**src/tad_pkg.sv**
```systemverilog
package tad_pkg;

    // cordic coordinate and angle width: 16-bit sample, 8 fraction bits, growth and sign
    localparam int CW = 27;

    localparam int TABLE_LEN = 24;

    // angle accumulator is in units of 2^-16 degree
    localparam logic signed [CW-1:0] ANGLE_180 = 27'sd11796480;

    localparam logic signed [CW-1:0] TILT_MAX = 27'sd23040;
    localparam logic signed [CW-1:0] TILT_MIN = -27'sd23040;
    localparam logic signed [CW-1:0] ROUND_HALF = 27'sd256;

    localparam int ROUND_SHIFT = 9;

    // floor(n / 25) as (n * DIV25_MUL) >> DIV25_SHIFT, exact for n up to 25600
    localparam int DIV25_SHIFT = 24;
    localparam int DIV25_MUL_W = 20;
    localparam logic [DIV25_MUL_W-1:0] DIV25_MUL = DIV25_MUL_W'((2**DIV25_SHIFT + 24) / 25);

    localparam logic [6:0] PCT_FULL = 7'd100;

    localparam logic [7:0] PWM_PERIOD_RST = 8'd55;
    localparam logic [6:0] DRIVE_OFFSET_RST = 7'd55;

    localparam logic ADDR_PWM_PERIOD = 1'b0;
    localparam logic ADDR_DRIVE_OFFSET = 1'b1;

    // atan(2^-i) in degrees, units of 2^-16 degree
    localparam logic signed [CW-1:0] ATAN_Q16 [TABLE_LEN] = '{
        27'sd2949120, 27'sd1740967, 27'sd919879, 27'sd466945,
        27'sd234379,  27'sd117304,  27'sd58666,  27'sd29335,
        27'sd14668,   27'sd7334,    27'sd3667,   27'sd1833,
        27'sd917,     27'sd458,     27'sd229,    27'sd115,
        27'sd57,      27'sd29,      27'sd14,     27'sd7,
        27'sd4,       27'sd2,       27'sd1,      27'sd0
    };

    typedef struct packed {
        logic                 zero;
        logic signed [CW-1:0] x;
        logic signed [CW-1:0] z;
        logic signed [CW-1:0] acc;
    } t_cord;

endpackage

```
**src/tad_cordic_cell.sv**
```systemverilog
module tad_cordic_cell
    import tad_pkg::*;
#(
    parameter int STAGE = 0
) (
    input  logic  i_clk,
    input  logic  i_rst_n,
    input  logic  i_valid,
    input  t_cord i_data,
    output logic  o_ready,
    input  logic  i_next_ready,
    output logic  o_valid,
    output t_cord o_data
);

    logic  r_valid;
    t_cord r_data;
    t_cord n_data;

    assign o_ready = !r_valid || i_next_ready;

    always_comb begin
        n_data = i_data;
        if (i_data.x >= 0) begin
            n_data.z   = i_data.z + (i_data.x >>> STAGE);
            n_data.x   = i_data.x - (i_data.z >>> STAGE);
            n_data.acc = i_data.acc + ATAN_Q16[STAGE];
        end else begin
            n_data.z   = i_data.z - (i_data.x >>> STAGE);
            n_data.x   = i_data.x + (i_data.z >>> STAGE);
            n_data.acc = i_data.acc - ATAN_Q16[STAGE];
        end
    end

    always_ff @(posedge i_clk) begin
        if (!i_rst_n) begin
            r_valid <= 1'b0;
        end else if (o_ready) begin
            r_valid <= i_valid;
        end
    end

    always_ff @(posedge i_clk) begin
        if (o_ready && i_valid) begin
            r_data <= n_data;
        end
    end

    assign o_valid = r_valid;
    assign o_data  = r_data;

endmodule

```
**src/tad_drive.sv**
```systemverilog
module tad_drive
    import tad_pkg::*;
(
    input  logic        i_clk,
    input  logic        i_rst_n,
    input  logic [7:0]  i_pwm_period,
    input  logic [6:0]  i_drive_offset,
    input  logic        i_valid,
    input  t_cord       i_data,
    output logic        o_ready,
    output logic        o_valid,
    input  logic        i_stall,
    output logic        o_motor_reverse,
    output logic [10:0] o_duty_count,
    output logic signed [15:0] o_tilt_angle
);

    // stage a: rounded and clamped angle
    logic               r_a_valid;
    logic signed [15:0] r_a_tilt;
    // stage b: direction and scaled percentage
    logic               r_b_valid;
    logic signed [15:0] r_b_tilt;
    logic               r_b_dir;
    logic [15:0]        r_b_num;
    // stage c: output register
    logic               r_c_valid;
    logic signed [15:0] r_c_tilt;
    logic               r_c_dir;
    logic [10:0]        r_c_count;

    logic ready_a, ready_b, ready_c;

    logic signed [CW-1:0] rounded;
    logic signed [15:0]   n_a_tilt;
    logic signed [15:0]   abs_tilt;
    logic [8:0]           pct_sum;
    logic [6:0]           mag;
    logic                 n_b_dir;
    logic [6:0]           pct_frac;
    logic [15:0]          n_b_num;
    logic [15:0]          period_p1;
    logic [DIV25_MUL_W+15:0] quot_prod;

    assign ready_c = !r_c_valid || !i_stall;
    assign ready_b = !r_b_valid || ready_c;
    assign ready_a = !r_a_valid || ready_b;
    assign o_ready = ready_a;

    always_comb begin
        rounded = (i_data.acc + ROUND_HALF) >>> ROUND_SHIFT;
        if (i_data.zero) begin
            n_a_tilt = 16'sd0;
        end else if (rounded > TILT_MAX) begin
            n_a_tilt = TILT_MAX[15:0];
        end else if (rounded < TILT_MIN) begin
            n_a_tilt = TILT_MIN[15:0];
        end else begin
            n_a_tilt = rounded[15:0];
        end
    end

    always_comb begin
        abs_tilt  = (r_a_tilt < 0) ? -r_a_tilt : r_a_tilt;
        pct_sum   = {1'b0, abs_tilt[14:7]} + {2'b00, i_drive_offset};
        if (r_a_tilt == 16'sd0) begin
            mag = 7'd0;
        end else if (pct_sum > {2'b00, PCT_FULL}) begin
            mag = PCT_FULL;
        end else begin
            mag = pct_sum[6:0];
        end
        // small negative angle with no offset truncates to zero drive, forward
        n_b_dir   = (r_a_tilt < 0) && (mag != 7'd0);
        pct_frac  = n_b_dir ? (PCT_FULL - mag) : mag;
        period_p1 = {8'd0, i_pwm_period} + 16'd1;
        n_b_num   = {9'd0, pct_frac} * period_p1;
    end

    assign quot_prod = {{DIV25_MUL_W{1'b0}}, r_b_num} * {16'd0, DIV25_MUL};

    always_ff @(posedge i_clk) begin
        if (!i_rst_n) begin
            r_a_valid <= 1'b0;
            r_b_valid <= 1'b0;
            r_c_valid <= 1'b0;
        end else begin
            if (ready_a) begin
                r_a_valid <= i_valid;
            end
            if (ready_b) begin
                r_b_valid <= r_a_valid;
            end
            if (ready_c) begin
                r_c_valid <= r_b_valid;
            end
        end
    end

    always_ff @(posedge i_clk) begin
        if (ready_a && i_valid) begin
            r_a_tilt <= n_a_tilt;
        end
        if (ready_b && r_a_valid) begin
            r_b_tilt <= r_a_tilt;
            r_b_dir  <= n_b_dir;
            r_b_num  <= n_b_num;
        end
        if (ready_c && r_b_valid) begin
            r_c_tilt  <= r_b_tilt;
            r_c_dir   <= r_b_dir;
            r_c_count <= quot_prod[DIV25_SHIFT+10:DIV25_SHIFT];
        end
    end

    assign o_valid         = r_c_valid;
    assign o_motor_reverse = r_c_dir;
    assign o_duty_count    = r_c_count;
    assign o_tilt_angle    = r_c_tilt;

endmodule

```
**src/tilt_angle_to_pwm_drive.sv**
```systemverilog
// channel  | handshake          | payload
// input    | i_valid / o_stall  | i_accel_x[15:0], i_accel_z[15:0] (signed)
// output   | o_valid / i_stall  | o_motor_reverse, o_duty_count[10:0], o_tilt_angle[15:0]
// config   | apb psel/penable   | paddr 0: pwm_period[7:0], paddr 4: drive_offset[6:0]
//
// one item per cycle unless i_stall holds the output; one cordic cell per
// iteration followed by round/clamp, percentage/scale and divide-by-25 stages
// each stage loads when it is empty or its successor moves, so bubbles collapse
// and o_stall rises only when every stage holds an item and the output is stalled
// synchronous active-low reset clears valid bits and sets both registers to 55
module tilt_angle_to_pwm_drive
    import tad_pkg::*;
#(
    parameter int CORDIC_STAGES = 16
) (
    input  logic        i_clk,
    input  logic        i_rst_n,
    input  logic        psel,
    input  logic        penable,
    input  logic        pwrite,
    input  logic [2:0]  paddr,
    input  logic [31:0] pwdata,
    output logic [31:0] prdata,
    output logic        pready,
    input  logic        i_valid,
    output logic        o_stall,
    input  logic signed [15:0] i_accel_x,
    input  logic signed [15:0] i_accel_z,
    output logic        o_valid,
    input  logic        i_stall,
    output logic        o_motor_reverse,
    output logic [10:0] o_duty_count,
    output logic signed [15:0] o_tilt_angle
);

    localparam int STAGES = (CORDIC_STAGES > TABLE_LEN) ? TABLE_LEN : CORDIC_STAGES;

    logic [7:0] r_pwm_period;
    logic [6:0] r_drive_offset;

    logic  link_valid [STAGES+1];
    logic  link_ready [STAGES+1];
    t_cord link_data  [STAGES+1];

    logic signed [CW-1:0] x_in;
    logic signed [CW-1:0] z_in;

    assign pready = 1'b1;

    always_ff @(posedge i_clk) begin
        if (!i_rst_n) begin
            r_pwm_period   <= PWM_PERIOD_RST;
            r_drive_offset <= DRIVE_OFFSET_RST;
        end else if (psel && penable && pwrite) begin
            unique case (paddr[2])
                ADDR_PWM_PERIOD:   r_pwm_period   <= pwdata[7:0];
                ADDR_DRIVE_OFFSET: r_drive_offset <= pwdata[6:0];
                default: ;
            endcase
        end
    end

    always_comb begin
        unique case (paddr[2])
            ADDR_PWM_PERIOD:   prdata = {24'd0, r_pwm_period};
            ADDR_DRIVE_OFFSET: prdata = {25'd0, r_drive_offset};
            default:           prdata = 32'd0;
        endcase
    end

    // samples scaled by 256; negative z is turned by 180 degrees first
    assign x_in = {{(CW-24){i_accel_x[15]}}, i_accel_x, 8'd0};
    assign z_in = {{(CW-24){i_accel_z[15]}}, i_accel_z, 8'd0};

    always_comb begin
        link_data[0].zero = (i_accel_x == 16'sd0) && (i_accel_z == 16'sd0);
        if (i_accel_z < 0) begin
            link_data[0].x   = -x_in;
            link_data[0].z   = -z_in;
            link_data[0].acc = (i_accel_x >= 0) ? ANGLE_180 : -ANGLE_180;
        end else begin
            link_data[0].x   = x_in;
            link_data[0].z   = z_in;
            link_data[0].acc = '0;
        end
    end

    assign link_valid[0] = i_valid;
    assign o_stall       = !link_ready[0];

    for (genvar k = 0; k < STAGES; k++) begin : g_cell
        tad_cordic_cell #(
            .STAGE(k)
        ) u_cell (
            .i_clk        (i_clk),
            .i_rst_n      (i_rst_n),
            .i_valid      (link_valid[k]),
            .i_data       (link_data[k]),
            .o_ready      (link_ready[k]),
            .i_next_ready (link_ready[k+1]),
            .o_valid      (link_valid[k+1]),
            .o_data       (link_data[k+1])
        );
    end

    tad_drive u_drive (
        .i_clk           (i_clk),
        .i_rst_n         (i_rst_n),
        .i_pwm_period    (r_pwm_period),
        .i_drive_offset  (r_drive_offset),
        .i_valid         (link_valid[STAGES]),
        .i_data          (link_data[STAGES]),
        .o_ready         (link_ready[STAGES]),
        .o_valid         (o_valid),
        .i_stall         (i_stall),
        .o_motor_reverse (o_motor_reverse),
        .o_duty_count    (o_duty_count),
        .o_tilt_angle    (o_tilt_angle)
    );

    a_stall_only_when_blocked: assert property (@(posedge i_clk) disable iff (!i_rst_n)
        o_stall |-> (o_valid && i_stall))
        else $error("input stalled while output side can move");

    a_zero_angle_no_drive: assert property (@(posedge i_clk) disable iff (!i_rst_n)
        (o_valid && o_tilt_angle == 16'sd0) |-> (o_duty_count == 11'd0 && !o_motor_reverse))
        else $error("zero angle produced drive");

    a_reverse_needs_negative: assert property (@(posedge i_clk) disable iff (!i_rst_n)
        (o_valid && o_motor_reverse) |-> (o_tilt_angle < 0))
        else $error("reverse set for non-negative angle");

    a_ranges: assert property (@(posedge i_clk) disable iff (!i_rst_n)
        o_valid |-> (o_duty_count <= 11'd1024 && o_tilt_angle <= 16'sd23040
                     && o_tilt_angle >= -16'sd23040))
        else $error("result out of range");

endmodule
```
**config.mk**
```make
export PLATFORM = sky130hd
export DESIGN_NAME = tilt_angle_to_pwm_drive
export DESIGN_NICKNAME = d
export VERILOG_FILES = /design/src/tad_pkg.sv /design/src/tad_cordic_cell.sv /design/src/tad_drive.sv /design/src/tilt_angle_to_pwm_drive.sv
export SDC_FILE = /design/constraint.sdc
export NUM_CORES = 2
export LEC_CHECK = 0
export BUFFER_PORTS_ARGS = -buffer_cell sky130_fd_sc_hd__buf_2
export CORE_MARGIN = 2
export CORE_UTILIZATION = 61
export DETAILED_ROUTE_END_ITERATION = 10
export GPL_TIMING_DRIVEN = 0
export HOLD_SLACK_MARGIN = 0.1
export PLACE_DENSITY = 0.8
export REMOVE_ABC_BUFFERS = 1
export SLEW_MARGIN = 20
export SYNTH_ARGS = -nofsm -noshare
export SYNTH_HDL_FRONTEND = slang
export SYNTH_SLANG_ARGS = --single-unit
```
**constraint.sdc**
```tcl
create_clock -name i_clk -period 18.1 [get_ports i_clk]
set_input_delay 1.81 -clock i_clk [delete_from_list [all_inputs] [get_ports i_clk]]
set_output_delay 1.81 -clock i_clk [all_outputs]
set_load 0.01 [all_outputs]
```
**Word level (Yosys, flattened, before mapping)**

Index checks and enable logic that the tools add are counted.
W data, S select, Z words.

- Add/subtract/negate cells: 98
- $mul: 2
- $lt $le $gt $ge: 22
- Muxes and demuxes: 25
- Bitwise operators: 1
- Reduce and logical (&&, ||, !) cells: 71

Operators by type and width:

| operator | count |
|---|---|
| $mux W81 | 16 |
| $ge A27 B1 Y1 const B | 16 |
| $pmux W32 S2 | 1 |
| $add A27 B10 Y27 const B | 2 |
| $add A27 B13 Y27 | 2 |
| $add A27 B14 Y27 | 2 |
| $add A27 B15 Y27 | 2 |
| $add A27 B16 Y27 | 2 |
| $add A27 B17 Y27 | 2 |
| $add A27 B18 Y27 | 2 |
| $add A27 B19 Y27 | 2 |
| $add A27 B20 Y27 | 2 |
| $add A27 B21 Y27 | 2 |
| $add A27 B22 Y27 | 2 |
| $add A27 B23 Y27 | 2 |
| $add A27 B24 Y27 | 2 |
| $add A27 B25 Y27 | 2 |
| $add A27 B26 Y27 | 2 |
| $mux W27 | 2 |
| $neg A24 Y27 | 2 |
| $sub A27 B13 Y27 | 2 |
| $sub A27 B14 Y27 | 2 |
| $sub A27 B15 Y27 | 2 |
| $sub A27 B16 Y27 | 2 |
| 66 further kinds | 144 |

- Register bits after elaboration: 1342
- Input port bits: 74
- Output and inout port bits: 63

**Depth between registers and ports, before layout**

- Depth after elaboration: 21
- Depth in mapped cells: 39
- Gate-level depth less buffers: 39

**By module**

Synthesis repeated with hierarchy kept, for this count alone.

- Cells, all modules: 13593
- Area total of the unflattened synthesis: 128746.0 sq um

By module, submodules not included:

| module | times used | cells an instance | area each (sq um) |
|---|---|---|---|
| tad_drive | 1 | 1044 | 10837.9 |
| tad_cordic_cell at g_cell[1].u_cell | 1 | 837 | 7693.6 |
| tad_cordic_cell at g_cell[4].u_cell | 1 | 824 | 7513.5 |
| tad_cordic_cell at g_cell[6].u_cell | 1 | 793 | 7487.2 |
| tad_cordic_cell at g_cell[2].u_cell | 1 | 791 | 7472.2 |
| tad_cordic_cell at g_cell[3].u_cell | 1 | 801 | 7462.2 |
| tad_cordic_cell at g_cell[11].u_cell | 1 | 801 | 7313.3 |
| tad_cordic_cell at g_cell[0].u_cell | 1 | 798 | 7283.2 |
| tad_cordic_cell at g_cell[14].u_cell | 1 | 752 | 7272.0 |
| tad_cordic_cell at g_cell[15].u_cell | 1 | 762 | 7267.0 |
| tad_cordic_cell at g_cell[7].u_cell | 1 | 760 | 7267.0 |
| tad_cordic_cell at g_cell[5].u_cell | 1 | 746 | 7184.4 |
| tad_cordic_cell at g_cell[12].u_cell | 1 | 768 | 7164.4 |
| tad_cordic_cell at g_cell[8].u_cell | 1 | 734 | 7018.0 |
| 4 more rows | n/a | n/a | n/a |

**Worst setup path after synthesis**

No wires, ideal clock.

- Path kind: input -> register
- Start: input i_stall
- End: register g_cell[3].u_cell.r_data, in the netlist g_cell[3].u_cell.o_data[10], enable pin
- Setup time: 627 ps
- Data arrival time: 8797 ps
- Required time: 17473 ps
- Path slack: 8676 ps
- Cell stages on the path: 9
- Buffers on the path: 0
- Cell sequence: and4_1 > and3_1 > and3_1 > and3_1 > and3_1 > and3_1 > nand2_1 > nor2_1 > a21boi_0

- Word-level cells in the longest chain between the ends: 18

Ends and longest elaborated chain:

| what | RTL line | RTL |
|---|---|---|
| start: declaration | tilt_angle_to_pwm_drive.sv:30 | `input logic i_stall,` |
| $logic_not A1 Y1 | tad_drive.sv:45 | `assign ready_c = !r_c_valid \|\| !i_stall;` |
| $logic_or A1 B1 Y1 | tad_drive.sv:45 |  |
| $logic_or A1 B1 Y1 | tad_drive.sv:46 | `assign ready_b = !r_b_valid \|\| ready_c;` |
| $logic_or A1 B1 Y1 | tad_drive.sv:47 | `assign ready_a = !r_a_valid \|\| ready_b;` |
| $logic_or A1 B1 Y1 (13 in series) | tad_cordic_cell.sv:20 | `assign o_ready = !r_valid \|\| i_next_ready;` |
| $logic_and A1 B1 Y1 | tad_cordic_cell.sv:44 | `if (o_ready && i_valid) begin` |
| end signal: assignment | tad_cordic_cell.sv:45 | `r_data <= n_data;` |
| end: declaration | tad_cordic_cell.sv:17 | `t_cord r_data;` |

Every way passes these cells.
A chain may end at the register's enable or synchronous reset.

**Worst setup path in the final report**

- Start: register u_drive.r_a_tilt[15]
- End: register u_drive.r_b_num[14] (data pin)

- Word-level cells in the longest chain between the ends: 10
- Elaborated cells between the ends (all ways): 12

Ends and longest elaborated chain:

| what | RTL line | RTL |
|---|---|---|
| start: declaration | tad_drive.sv:20 | `logic signed [15:0] r_a_tilt;` |
| start signal: assignment | tad_drive.sv:102 | `r_a_tilt <= n_a_tilt;` |
| $lt A16 B1 Y1 | tad_drive.sv:64, tad_drive.sv:74 |  |
| $mux W15 | tad_drive.sv:64 | `abs_tilt = (r_a_tilt < 0) ? -r_a_tilt : r_a_tilt;` |
| $add A8 B7 Y9 | tad_drive.sv:65 | `pct_sum = {1'b0, abs_tilt[14:7]} + {2'b00, i_drive_offset};` |
| $gt A9 B7 Y1 | tad_drive.sv:68 | `end else if (pct_sum > {2'b00, PCT_FULL}) begin` |
| $mux W7 | tad_drive.sv:68 |  |
| $mux W7 | tad_drive.sv:66 | `if (r_a_tilt == 16'sd0) begin` |
| $reduce_bool A7 Y1 | tad_drive.sv:74 | `n_b_dir = (r_a_tilt < 0) && (mag != 7'd0);` |
| $logic_and A1 B1 Y1 * | tad_drive.sv:74 |  |
| named net u_drive.n_b_dir | tad_drive.sv:39 | `logic n_b_dir;` |
| $mux W7 * | tad_drive.sv:75 | `pct_frac = n_b_dir ? (PCT_FULL - mag) : mag;` |
| $mul A7 B16 Y16 * | tad_drive.sv:77 | `n_b_num = {9'd0, pct_frac} * period_p1;` |
| named net u_drive.n_b_num[14] | tad_drive.sv:41 | `logic [15:0] n_b_num;` |
| end signal: assignment | tad_drive.sv:107 | `r_b_num <= n_b_num;` |
| end: declaration | tad_drive.sv:25 | `logic [15:0] r_b_num;` |

The timed path passes the listed nets; every way through them passes the cells marked *.

==> results_dict.tcl <==
set metrics [dict create \
    reg2reg_depth 35 \
    synth_top_area_cell "edfxtp_1" \
    avgSynthCellArea_sq_um 9.940 \
    grtUsageTotal_pct 26.53 \
    cts_resized 0 \
    ys_warn_count 0 \
    syn_area_sq_um 100700 \
    synth_top_area_share_pct 34.72 \
    portBuffers 85 \
    h-tree-depth 4 \
    rsz0062_at_grt "no" \
    peakVddDrop_uv 94.01 \
    slowest_stage "edfxtp_1" \
    dp_slack_ps 8439 \
    hold_ws_ps 402.1 \
    dieArea_sq_um 168300 \
    place_area_sq_um 105000 \
    fin_ws_ps 8277 \
    crit_path_frequent_cell "fa_1" \
    clk_pin_slew_ps 60 \
    chipWidth_um 410.2 \
    ant_nets 0 \
    cts_buffer_depth 3 \
    utilization_pct 66.54 \
    synth_seq_area_share_pct 35.40 \
    ios 137 \
    worstSetupPathType "reg -> reg" \
    cp.required_ps 18620 \
    finalNonFillerCells 12679 \
    p_per_area_nw_per_um2 77.60 \
    status "complete, no violations" \
    final_cell_area_sq_um 109400 \
    grt_max_degree 45 \
    ys.flop_type "edfxtp_1" \
    hold_buffers 0 \
    cts_root_buf "clkbuf_16" \
    numCtsBuffers 137 \
    post_cts.repair.setup_buffers 0 \
    gp_congestion 0.9305 \
    hold_start "u_drive.r_b_tilt[5]" \
    ys_ff_latch 1198 \
    netlist_instances 10127 \
    tightest_slew_ps 1131 \
    cts.sink_count 1198 \
    critical_path.max_fanout 16 \
    min_period_over_period_pct 54.27 \
    synth_most_common_cell "ha_1" \
    synth.area.top_cells "edfxtp_1 (35%), ha_1 (16%), xnor2_1 (8.4%)" \
    r2r-end "u_drive.r_b_num[14]" \
    fin_tns_setup_ps 0 \
    hold_depth 0 \
    syn_to_final_growth_pct 8.688 \
    drt_pass1_iterations 7 \
    drt_wl_total_um 226000 \
    cap_violations 0 \
    dp.cells 12432 \
    p_total_mw 8.490 \
    clock_latency_ps 810 \
    overflow 0 \
    row_count 149 \
    via_count 76786 \
    final_nets 11896 \
    slew_headroom_pct 24.39 \
    critPathMaxStageDelay_ps 840 \
    antenna_found_initial 0 \
    skew_ps 29.67 \
    grt_pass1_wl_um 372400 \
    clock.fmax_mhz 101.8 \
    hold_end "u_drive.o_tilt_angle[5]" \
    finalSetupViolCount 0 \
    crit_path_end_kind "register" \
    cts_tree "done" \
    die_h_um 410.2 \
    slew_viol_final 0 \
    hold_class "reg -> reg" \
    r2r-start "u_drive.r_a_tilt[15]" \
    synth_cell_types 105 \
    synthTopCellsByCount "ha_1 (1275), edfxtp_1 (1164), xnor2_1 (969)" \
    wire_per_inst_um 17.82 \
    drive_above_1_share_pct 4.700 \
    p_leak_nw 44.68 \
    r2r_slack_ps 8280 \
    drt_iter0_drc 5463 \
    synth-edff-count 1164 \
    crit_arrival_ps 10340 \
    drc 0 \
    dp_hpwl_um 178600 \
    grt_pass1_vias 76280 \
    startpoint_type "register" \
    fin_crit_ps 9823 \
    core_sq_um 164400 \
    report.final.hold_viol_count 0 \
    initial_utilization_pct 61.22 \
    async_flop_share_pct 0 \
    routed_via_density 6.056 \
]
[worst max-delay path: cells and delay by family (launching register included)]
family | cells | cell delay [ps]
AO/OA/AOI/OAI | 12 | 2560
XOR/XNOR | 4 | 1430
AND/OR/NAND/NOR | 7 | 1420
adder cells (fa/ha/maj) | 8 | 3050
flip-flops | 1 | 840
buffers and inverters | 4 | 210
[kinds of logic (layout without fill, tap and decap cells)]
logic type	after synthesis	after routing	share of synthesized area (%)
buffers and inverters	715	970	2.777
and+or+nand+nor	2660	2660	12.84
other	2	110	0.007461
AOI/OAI and AO/OA	2663	2663	17.18
DFF	1198	1198	35.40
adders and majority gates	1440	1440	19.13
muxes	34	34	0.3530
xor gates and xnor gates	1415	1415	12.31
[worst max path at each step]
stage / end / startpoint / cells past startpoint / slack, ps
after detailed placement: u_drive.r_b_num[15] / u_drive.r_a_tilt[15] / 34 / 8440
final: u_drive.r_b_num[14] / u_drive.r_a_tilt[15] / 35 / 8280
after global placement: g_cell[7].u_cell.o_data[51] / i_stall / 7 / 6250
after global routing: u_drive.r_b_num[14] / u_drive.r_a_tilt[15] / 35 / 7600
after CTS: u_drive.r_b_num[15] / u_drive.r_a_tilt[15] / 34 / 8360
after floorplan: g_cell[3].u_cell.o_data[10] / i_stall / 9 / 8680
[report_power, final]
part	leakage [nW]	internal, mW	switching, mW
Sequential	10.8	3.29	0.150
Clock	2.16	1.59	1.15
Combinational	31.7	1.01	1.29
[sequential cells by signal, summed over array words and instances, names as in the netlist, 7 cells and up]
name	flops
u_drive.r_b_num	16
u_drive.o_tilt_angle	16
g_cell.u_cell.o_data	1087
r_drive_offset	7
u_drive.r_a_tilt	16
u_drive.r_b_tilt	16
g_cell.u_cell.o_valid	16
u_drive.o_duty_count	11
r_pwm_period	8
[placed cells by master (no fill, tap or decap), drive strengths merged, types with 192 or more instances in the layout]
cell type / instances
ha: 1275
edfxtp: 1164
xnor2: 969
nor2: 780
a21oi: 764
nand2: 590
inv: 579
o21ai: 537
xor2: 446
a21o: 328
nor3: 251
nand3: 192
[final cells by class]
type	count	area [sq um]
Fill cell	12393	55020
Tap cell	2189	2739
Multi-Input combinational cell	8321	62790
Clock inverter	73	770.7
Antenna cell	1	2.502
Inverter	577	2166
Timing Repair Buffer	147	1630
Clock buffer	173	3679
Sequential cell	1198	35630
[layer usage]
metal | vias to the layer above | GRT usage, % | wire, um
met5 | - | 0 | 0
met4 | 0 | 9.711 | 7600
met3 | 473 | 3.096 | 10140
met2 | 1961 | 47.78 | 113100
met1 | 36631 | 32.53 | 95070
li1 | 37721 | - | -
Power figures use the tool's default switching activity.
